## src/rtl/pip_pkg.sv

```systemverilog
// Shared types and constants of the point-in-polygon test unit.
`default_nettype none
package pip_pkg;

  localparam int COORD_W = 16;
  localparam int IDX_W   = 4;
  localparam int VCNT_W  = 5;

  localparam logic [VCNT_W-1:0] VCNT_RESET = 5'd3;
  localparam logic [VCNT_W-1:0] VCNT_MIN   = 5'd3;

  localparam logic REQ_VERTEX = 1'b0;
  localparam logic REQ_QUERY  = 1'b1;

  typedef struct packed {
    logic                      req_type;
    logic [IDX_W-1:0]          vertex_index;
    logic signed [COORD_W-1:0] coord_x;
    logic signed [COORD_W-1:0] coord_y;
  } pip_req_t;

  typedef struct packed {
    logic inside_res;
    logic on_boundary;
  } pip_res_t;

  typedef struct packed {
    logic rd_en;
    logic first;
    logic last;
  } pip_rd_ctl_t;

  typedef enum logic [1:0] {
    PIP_IDLE,
    PIP_READ,
    PIP_WAIT
  } pip_state_t;

endpackage
`default_nettype wire

```

## src/rtl/pip_vertex_ram.sv

```systemverilog
// Vertex table: one write port, one registered read port.
`default_nettype none
module pip_vertex_ram #(
  parameter int DEPTH = 16,
  parameter int WIDTH = 32
) (
  input  wire logic                     clk,
  input  wire logic                     we,
  input  wire logic [$clog2(DEPTH)-1:0] waddr,
  input  wire logic [WIDTH-1:0]         wdata,
  input  wire logic                     re,
  input  wire logic [$clog2(DEPTH)-1:0] raddr,
  output logic      [WIDTH-1:0]         rdata
);

  logic [WIDTH-1:0] mem [DEPTH];

  always_ff @(posedge clk) begin
    if (we) begin
      mem[waddr] <= wdata;
    end
  end

  always_ff @(posedge clk) begin
    if (re) begin
      rdata <= mem[raddr];
    end
  end

endmodule
`default_nettype wire

```

## src/rtl/pip_ctrl.sv

```systemverilog
// Query sequencer: walks the vertex table one entry per cycle.
`default_nettype none
module pip_ctrl #(
  parameter int MAX_VERTICES = 16
) (
  input  wire logic                            clk,
  input  wire logic                            rst_n,
  input  wire logic                            query_go,
  input  wire logic [pip_pkg::VCNT_W-1:0]      vcount,
  input  wire logic                            eu_done,
  output logic                                 busy,
  output pip_pkg::pip_rd_ctl_t                 rd_ctl,
  output logic [$clog2(MAX_VERTICES)-1:0]      rd_addr
);

  localparam int AW = $clog2(MAX_VERTICES);

  pip_pkg::pip_state_t state_r, state_nxt;
  logic [AW-1:0] rd_idx_r, rd_idx_nxt;
  logic [AW-1:0] last_r, last_nxt;
  logic [31:0]   n_sel;

  always_comb begin
    priority if (vcount < pip_pkg::VCNT_MIN) begin
      n_sel = 32'(pip_pkg::VCNT_MIN);
    end else if (32'(vcount) > 32'(MAX_VERTICES)) begin
      n_sel = 32'(MAX_VERTICES);
    end else begin
      n_sel = 32'(vcount);
    end
  end

  always_comb begin
    state_nxt  = state_r;
    rd_idx_nxt = rd_idx_r;
    last_nxt   = last_r;
    unique case (state_r)
      pip_pkg::PIP_IDLE: begin
        if (query_go) begin
          state_nxt  = pip_pkg::PIP_READ;
          rd_idx_nxt = '0;
          last_nxt   = AW'(n_sel - 32'd1);
        end
      end
      pip_pkg::PIP_READ: begin
        rd_idx_nxt = rd_idx_r + AW'(1);
        if (rd_idx_r == last_r) begin
          state_nxt = pip_pkg::PIP_WAIT;
        end
      end
      pip_pkg::PIP_WAIT: begin
        if (eu_done) begin
          state_nxt = pip_pkg::PIP_IDLE;
        end
      end
      default: state_nxt = pip_pkg::PIP_IDLE;
    endcase
  end

  always_comb begin
    busy         = 1'b1;
    rd_ctl.rd_en = 1'b0;
    rd_ctl.first = 1'b0;
    rd_ctl.last  = 1'b0;
    rd_addr      = rd_idx_r;
    unique case (state_r)
      pip_pkg::PIP_IDLE: begin
        busy = 1'b0;
      end
      pip_pkg::PIP_READ: begin
        rd_ctl.rd_en = 1'b1;
        rd_ctl.first = (rd_idx_r == '0);
        rd_ctl.last  = (rd_idx_r == last_r);
      end
      pip_pkg::PIP_WAIT: begin
        busy = 1'b1;
      end
      default: busy = 1'b1;
    endcase
  end

  always_ff @(posedge clk) begin
    if (!rst_n) begin
      state_r  <= pip_pkg::PIP_IDLE;
      rd_idx_r <= '0;
      last_r   <= '0;
    end else begin
      state_r  <= state_nxt;
      rd_idx_r <= rd_idx_nxt;
      last_r   <= last_nxt;
    end
  end

endmodule
`default_nettype wire

```

## src/rtl/pip_edge_unit.sv

```systemverilog
// Shared edge evaluator: on-edge and ray-crossing test, accumulated per query.
`default_nettype none
module pip_edge_unit #(
  parameter int CW = 16
) (
  input  wire logic                 clk,
  input  wire logic                 rst_n,
  input  wire logic                 vld,
  input  wire logic                 last,
  input  wire logic signed [CW-1:0] ax,
  input  wire logic signed [CW-1:0] ay,
  input  wire logic signed [CW-1:0] bx,
  input  wire logic signed [CW-1:0] by,
  input  wire logic signed [CW-1:0] px,
  input  wire logic signed [CW-1:0] py,
  output logic                      done,
  output pip_pkg::pip_res_t         res
);

  localparam int DW = CW + 1;
  localparam int PW = 2 * DW;

  logic s1_vld_r, s1_last_r, s2_vld_r, s2_last_r;
  logic signed [DW-1:0] dxb_r, dyb_r, dxp_r, dyp_r;
  logic s1_box_r, s1_a_ab_r, s1_b_ab_r;
  logic signed [PW-1:0] l_r, r_r;
  logic s2_box_r, s2_strad_r, s2_b_ab_r;
  logic on_acc_r, par_r;
  logic on_now, cross_now, box_nxt;

  assign box_nxt = (px >= ax || px >= bx) && (px <= ax || px <= bx) &&
                   (py >= ay || py >= by) && (py <= ay || py <= by);

  always_ff @(posedge clk) begin
    dxb_r     <= DW'(bx) - DW'(ax);
    dyb_r     <= DW'(by) - DW'(ay);
    dxp_r     <= DW'(px) - DW'(ax);
    dyp_r     <= DW'(py) - DW'(ay);
    s1_box_r  <= box_nxt;
    s1_a_ab_r <= (ay > py);
    s1_b_ab_r <= (by > py);
    l_r        <= PW'(dyb_r) * PW'(dxp_r);
    r_r        <= PW'(dyp_r) * PW'(dxb_r);
    s2_box_r   <= s1_box_r;
    s2_strad_r <= s1_a_ab_r != s1_b_ab_r;
    s2_b_ab_r  <= s1_b_ab_r;
  end

  assign on_now    = (l_r == r_r) && s2_box_r;
  assign cross_now = s2_strad_r && (s2_b_ab_r ? (r_r > l_r) : (r_r < l_r));

  assign done            = s2_vld_r && s2_last_r;
  assign res.on_boundary = on_acc_r || on_now;
  assign res.inside_res  = res.on_boundary || (par_r ^ cross_now);

  always_ff @(posedge clk) begin
    if (!rst_n) begin
      s1_vld_r  <= 1'b0;
      s1_last_r <= 1'b0;
      s2_vld_r  <= 1'b0;
      s2_last_r <= 1'b0;
      on_acc_r  <= 1'b0;
      par_r     <= 1'b0;
    end else begin
      s1_vld_r  <= vld;
      s1_last_r <= vld && last;
      s2_vld_r  <= s1_vld_r;
      s2_last_r <= s1_last_r;
      if (done) begin
        on_acc_r <= 1'b0;
        par_r    <= 1'b0;
      end else if (s2_vld_r) begin
        on_acc_r <= on_acc_r || on_now;
        par_r    <= par_r ^ cross_now;
      end
    end
  end

endmodule
`default_nettype wire

```

## src/rtl/point_in_polygon_test_unit.sv

```systemverilog
// Top level of the point-in-polygon test unit.
//
// Input channel: in_req is transferred at a rising edge with start high and
// busy low. A vertex load (req_type 0) writes one table slot in that cycle and
// gives no result; busy stays low, so loads can follow back to back.
// A query (req_type 1) raises busy while the sequencer reads the vertex
// table through its single read port, one vertex per cycle, and feeds one
// edge per cycle into the shared two-stage edge evaluator.
// After the walk over the vertices in use (vertex_count clamped to 3..MAX_VERTICES)
// the result shows on out_res with out_valid high for one cycle, registered from
// the edge evaluator's done strobe; busy drops in that same cycle, so the next
// request can be taken at once.
// The receiver cannot stall: out_valid marks each result for one cycle only.
// Configuration: cfg_data (vertex_count) is written when cfg_valid and
// cfg_ready are high; cfg_ready is always high. Write it only while idle.
// Reset (rst_n low, synchronous) clears the sequencer, drops busy and
// out_valid, and sets vertex_count to 3. The vertex table is not cleared:
// every slot a query reads must be loaded first.
`default_nettype none
module point_in_polygon_test_unit #(
  parameter int MAX_VERTICES = 16,
  parameter int COORD_BITS   = 16
) (
  input  wire logic                         clk,
  input  wire logic                         rst_n,
  input  wire logic                         start,
  output logic                              busy,
  input  wire pip_pkg::pip_req_t            in_req,
  output logic                              out_valid,
  output pip_pkg::pip_res_t                 out_res,
  input  wire logic                         cfg_valid,
  output logic                              cfg_ready,
  input  wire logic [pip_pkg::VCNT_W-1:0]   cfg_data
);

  localparam int AW = $clog2(MAX_VERTICES);
  localparam int CW = (COORD_BITS < pip_pkg::COORD_W) ? COORD_BITS : pip_pkg::COORD_W;
  localparam int VW = 2 * CW;

  logic [pip_pkg::VCNT_W-1:0] vcount_r;
  logic                       accept, query_go, wr_en;
  logic [31:0]                idx_ext;
  logic [AW-1:0]              rd_addr;
  logic [VW-1:0]              wdata, rdata;
  pip_pkg::pip_rd_ctl_t       rd_ctl, dv_r;
  logic                       close_r;
  logic [VW-1:0]              first_r, prev_r, b_vtx;
  logic signed [CW-1:0]       pt_x_r, pt_y_r;
  logic                       eu_vld, eu_done;
  pip_pkg::pip_res_t          eu_res;
  logic                       out_valid_r;
  pip_pkg::pip_res_t          out_res_r;

  assign cfg_ready = 1'b1;
  assign accept    = start && !busy;
  assign query_go  = accept && (in_req.req_type == pip_pkg::REQ_QUERY);
  assign idx_ext   = 32'(in_req.vertex_index);
  assign wr_en     = accept && (in_req.req_type == pip_pkg::REQ_VERTEX) &&
                     (idx_ext < 32'(MAX_VERTICES));
  assign wdata     = {in_req.coord_x[CW-1:0], in_req.coord_y[CW-1:0]};

  always_ff @(posedge clk) begin
    if (!rst_n) begin
      vcount_r <= pip_pkg::VCNT_RESET;
    end else if (cfg_valid && cfg_ready) begin
      vcount_r <= cfg_data;
    end
  end

  pip_ctrl #(
    .MAX_VERTICES(MAX_VERTICES)
  ) u_ctrl (
    .clk     (clk),
    .rst_n   (rst_n),
    .query_go(query_go),
    .vcount  (vcount_r),
    .eu_done (eu_done),
    .busy    (busy),
    .rd_ctl  (rd_ctl),
    .rd_addr (rd_addr)
  );

  pip_vertex_ram #(
    .DEPTH(MAX_VERTICES),
    .WIDTH(VW)
  ) u_ram (
    .clk  (clk),
    .we   (wr_en),
    .waddr(idx_ext[AW-1:0]),
    .wdata(wdata),
    .re   (rd_ctl.rd_en),
    .raddr(rd_addr),
    .rdata(rdata)
  );

  // Hold the query point and the first and previous vertices of the walk.
  always_ff @(posedge clk) begin
    if (query_go) begin
      pt_x_r <= in_req.coord_x[CW-1:0];
      pt_y_r <= in_req.coord_y[CW-1:0];
    end
    if (dv_r.rd_en) begin
      prev_r <= rdata;
      if (dv_r.first) begin
        first_r <= rdata;
      end
    end
  end

  always_ff @(posedge clk) begin
    if (!rst_n) begin
      dv_r    <= '0;
      close_r <= 1'b0;
    end else begin
      dv_r    <= rd_ctl;
      close_r <= dv_r.rd_en && dv_r.last;
    end
  end

  assign eu_vld = (dv_r.rd_en && !dv_r.first) || close_r;
  assign b_vtx  = close_r ? first_r : rdata;

  pip_edge_unit #(
    .CW(CW)
  ) u_edge (
    .clk  (clk),
    .rst_n(rst_n),
    .vld  (eu_vld),
    .last (close_r),
    .ax   (prev_r[VW-1:CW]),
    .ay   (prev_r[CW-1:0]),
    .bx   (b_vtx[VW-1:CW]),
    .by   (b_vtx[CW-1:0]),
    .px   (pt_x_r),
    .py   (pt_y_r),
    .done (eu_done),
    .res  (eu_res)
  );

  always_ff @(posedge clk) begin
    if (eu_done) begin
      out_res_r <= eu_res;
    end
  end

  always_ff @(posedge clk) begin
    if (!rst_n) begin
      out_valid_r <= 1'b0;
    end else begin
      out_valid_r <= eu_done;
    end
  end

  assign out_valid = out_valid_r;
  assign out_res   = out_res_r;

`ifndef SYNTHESIS
  a_result_when_idle : assert property (@(posedge clk) disable iff (!rst_n)
    out_valid |-> !busy)
    else $error("result strobe while a query is still running");

  a_load_no_result : assert property (@(posedge clk) disable iff (!rst_n)
    (start && !busy && in_req.req_type == pip_pkg::REQ_VERTEX) |=> !out_valid)
    else $error("vertex load produced a result");

  a_query_ends_in_result : assert property (@(posedge clk) disable iff (!rst_n)
    ($fell(busy) && $past(rst_n)) |-> out_valid)
    else $error("query finished without a result");
`endif

endmodule
`default_nettype wire

```

## config.mk

```make
export PLATFORM = sky130hd
export DESIGN_NAME = point_in_polygon_test_unit
export DESIGN_NICKNAME = d
export VERILOG_FILES = /design/src/rtl/pip_pkg.sv /design/src/rtl/pip_vertex_ram.sv /design/src/rtl/pip_ctrl.sv /design/src/rtl/pip_edge_unit.sv /design/src/rtl/point_in_polygon_test_unit.sv
export SDC_FILE = /design/constraint.sdc
export NUM_CORES = 2
export LEC_CHECK = 0
export BUFFER_PORTS_ARGS = -buffer_cell sky130_fd_sc_hd__buf_4
export CAP_MARGIN = 10
export CORE_UTILIZATION = 35
export DETAILED_ROUTE_END_ITERATION = 10
export SYNTH_ARGS = -nofsm -noshare
export SYNTH_HDL_FRONTEND = slang
export SYNTH_SLANG_ARGS = --single-unit
```

## constraint.sdc

```tcl
create_clock -name clk -period 15.6 [get_ports clk]
set_input_delay 0.78 -clock clk [delete_from_list [all_inputs] [get_ports clk]]
set_output_delay 0.78 -clock clk [all_outputs]
set_load 0.1 [all_outputs]
```

==> run metrics <==
cell type with the highest occurrence count on the critical path sky130_fd_sc_hd__fa_1; Setup Buffers After CTS 0; Synth Register Bits 810; layer with the highest usage met2; Tcrit/Tclk final 0.4401; share of post-route cells with drive strength above 1 0.09567; wire length reported by the detailed router 124000 µm; area overhead of the layout relative to synthesis 10.28%; root cell of the clock tree sky130_fd_sc_hd__clkbuf_16; cell count after synthesis 4212; number of hold buffers added after CTS 0; CORE AREA 152400 µm²; number of routed nets with antenna violations 0; area taken by flip-flops and latches 22650 µm²; result of the run finished clean; highest achievable clock rate 0.1457 GHz; count of vias placed by the detailed router 31050; antenna violations before repair 4; type of the worst setup path flop to flop; clock tree from TritonCTS built; IO Count 51; critical path cell sequence nand2_1, fa_1, inv_1, fa_1, inv_1, fa_1, inv_1, fa_1, fa_1, inv_1, fa_1, inv_1, ha_1, and3_1, nand3_1, or3b_1, a21oi_1, o21ai_1, o2111ai_1, a31o_1, a21oi_1, xnor2_1; synthesized area per cell 12.79 µm²; Mapped Area 53880 µm²; overall die width 394.4 µm; cells resized by post-CTS repair 0; final setup violation count 0; minimum clock period after layout 6.865 ns; reported max-cap violation count 0; number of remaining DRC errors 0; number of buffer and inverter stages on the critical path 5; clock tree buffer depth 3; crit path launch type flop; number of enable-type register cells in the synthesized netlist 642; GRT overflow 0; Final Net Count 5201; routed wirelength normalized by instance count 19.54 µm; predominant post-synthesis flop cell sky130_fd_sc_hd__edfxtp_1; relative slew slack 0.3007; Synth Warn # 0; cell with the biggest individual delay on the critical path sky130_fd_sc_hd__dfxtp_1; actual transition at the worst max-transition pin 1.048 ns; max-slew violations 0; classification of the worst-slack hold path input port to flop; met2 track demand over resource 0.2784; Initial Util 0.3535; Clk pin slew, worst setup/hold paths 0.07 ns; synth unique cells 80; Req. time, crit path 16.12 ns; vertical die dimension 394.4 µm; largest fanout of any net on the critical path 17; number of violations reported at the end of detailed-routing iteration 0 2192; Hold Fails Final Rpt 0; estimated wirelength of the detail-placed design 88590 µm; most common cell after layout, fill and taps aside sky130_fd_sc_hd__inv_1; combined area of the multi-input logic cells 28030 µm²; highest cell delay on the worst timing path 0.69 ns; part of the Yosys area used for sequential elements 0.4202; routability-driven placement congestion ratio 0.8569; clock buffer count from CTS 80; Worst EP arrival 7.39 ns; cell family with the largest share of critical-path delay adder cells; number of buffers added on ports 49; met3 track utilization from global routing 0.02230; unrepaired setup endpoints after global routing false; commonest cells after routing, fill and taps aside sky130_fd_sc_hd__inv_1, sky130_fd_sc_hd__edfxtp_1, sky130_fd_sc_hd__fa_1; maximum number of pins on one net before global-route repair 51; number of optimization iterations in the first detailed-route pass 5; number of global-route vias before repair 33490; TritonCTS sink count 810; number of nets produced by synthesis 5159; insertion delay of the later-clocked pin in the worst-skew pair 0.68 ns; async set-reset flop share out of synthesis 0; global routing usage on met1 0.2159; global-route usage over all layers 0.1627; die area 155500 µm²; global-route wire length before repair 195000 µm; Total Neg Setup Slack 0 ns; DR vias/cell 4.891; floorplan row count 143; CTS H-tree depth 3; type of destination of the critical path flop; worst clock skew 0.05638 ns; Filler Cells Inserted 14510
## layout make-up
| cell class | count | area share |
|---|---|---|
| Sequential cell | 810 | 0.3812 |
| Clock inverter | 36 | 0.009286 |
| Multi-Input combinational cell | 2523 | 0.4716 |
| Antenna cell | 1 | 0.00004211 |
| Tap cell | 2030 | 0.04275 |
| Inverter | 752 | 0.04750 |
| Timing Repair Buffer | 87 | 0.01099 |
| Clock buffer | 109 | 0.03655 |
## worst paths after layout
kind         slack, ns  cells past startpoint                     from                       end
min               0.33                      3              cfg_data[1]  vcount_r[1]$_SDFFE_PN1P_
max reg2reg       8.74                     22  u_edge.dyb_r[7]$_DFF_P_    u_edge.l_r[33]$_DFF_P_
min reg2reg       0.34                      0  u_edge.s1_box_r$_DFF_P_   u_edge.s2_box_r$_DFF_P_
max               8.74                     22  u_edge.dyb_r[7]$_DFF_P_    u_edge.l_r[33]$_DFF_P_
## logic make-up (layout without fill, tap and decap cells)
group / count (synthesis) / count (layout) / share of synthesized area
other: 1 / 2 / 0.00006960
AOI/OAI and AO/OA: 337 / 337 / 0.04159
and+or+nand+nor: 960 / 960 / 0.08954
DFF: 810 / 810 / 0.4202
adders and majority gates: 901 / 901 / 0.2923
muxes: 200 / 200 / 0.07463
xor gates and xnor gates: 124 / 124 / 0.02016
buffers and inverters: 879 / 984 / 0.06151
## worst reg2reg max path, stage by stage (launching register included)
cell                        delay, ns
sky130_fd_sc_hd__dfxtp_1         0.69
sky130_fd_sc_hd__nand2_1         0.16
sky130_fd_sc_hd__fa_1            0.57
sky130_fd_sc_hd__inv_1           0.06
sky130_fd_sc_hd__fa_1            0.50
sky130_fd_sc_hd__inv_1           0.06
sky130_fd_sc_hd__fa_1            0.54
sky130_fd_sc_hd__inv_1           0.05
sky130_fd_sc_hd__fa_1            0.45
sky130_fd_sc_hd__fa_1            0.50
sky130_fd_sc_hd__inv_1           0.05
sky130_fd_sc_hd__fa_1            0.47
sky130_fd_sc_hd__inv_1           0.04
sky130_fd_sc_hd__ha_1            0.36
sky130_fd_sc_hd__and3_1          0.24
sky130_fd_sc_hd__nand3_1         0.13
sky130_fd_sc_hd__or3b_1          0.41
sky130_fd_sc_hd__a21oi_1         0.50
sky130_fd_sc_hd__o21ai_1         0.26
sky130_fd_sc_hd__o2111ai_1       0.31
sky130_fd_sc_hd__a31o_1          0.19
sky130_fd_sc_hd__a21oi_1         0.08
sky130_fd_sc_hd__xnor2_1         0.12
## synthesized netlist by cell type (all sizes together) (8+ instances only)
master	number	area, µm²
inv	751	2819
edfxtp	642	19280
fa	596	11930
nand2	324	1216
and2	305	1908
ha	305	3816
dfxtp	168	3363
mux4	160	3603
nor2	131	491.7
clkbuf	102	382.9
xnor2	101	884.6
a21oi	96	480.5
o21ai	70	350.3
nor3	37	185.2
nand3	33	170.2
a21o	31	232.7
nor2b	30	187.7
o21a	27	202.7
mux2i	26	260.3
nand4	26	162.7
buf	25	108.9
nand2b	24	150.1
xor2	23	201.4
o21bai	17	127.6
mux2	14	157.7
o211ai	12	90.09
and3	11	68.82
or3	11	68.82
a31oi	10	77.57
a211oi	9	67.56
a21boi	8	60.06
## registers in the layout (all words and copies together), names as in the netlist, 3 cells and up
name            cells
u_ram.mem         512
u_edge.l_r         34
u_edge.r_r         34
first_r            32
prev_r             32
u_ram.rdata        32
u_edge.dxb_r       17
u_edge.dxp_r       17
u_edge.dyb_r       17
u_edge.dyp_r       17
pt_x_r             16
pt_y_r             16
vcount_r            5
u_ctrl.last_r       4
u_ctrl.rd_addr      4
dv_r                3
## per-stage QoR
stage / setup WS (ns) / cell area (µm²) / hold WS (ns) / cells / util
2_1_floorplan: 9.572 / 53880 / 0.3096 / 4212 / -
3_3_place_gp: 8.788 / 56690 / 0.3164 / 6202 / 0.3719
3_5_place_dp: 8.751 / 56690 / 0.3219 / 6202 / 0.3719
4_1_cts: 8.723 / 59420 / 0.2939 / 6347 / 0.3898
5_1_grt: 8.278 / 59420 / 0.3251 / 6347 / 0.3898
6_report: 8.735 / 59420 / 0.3283 / 6348 / 0.3898
## routing by layer
layer | vias to the layer above | wire length, µm
met3 | 153 | 6049
met2 | 672 | 61230
met5 | - | 13
li1 | 14100 | -
met4 | 2 | 2958
met1 | 16120 | 53770
Power is not shown: default switching activity piles up to over one toggle a cycle in this logic, so the estimate is an artifact.
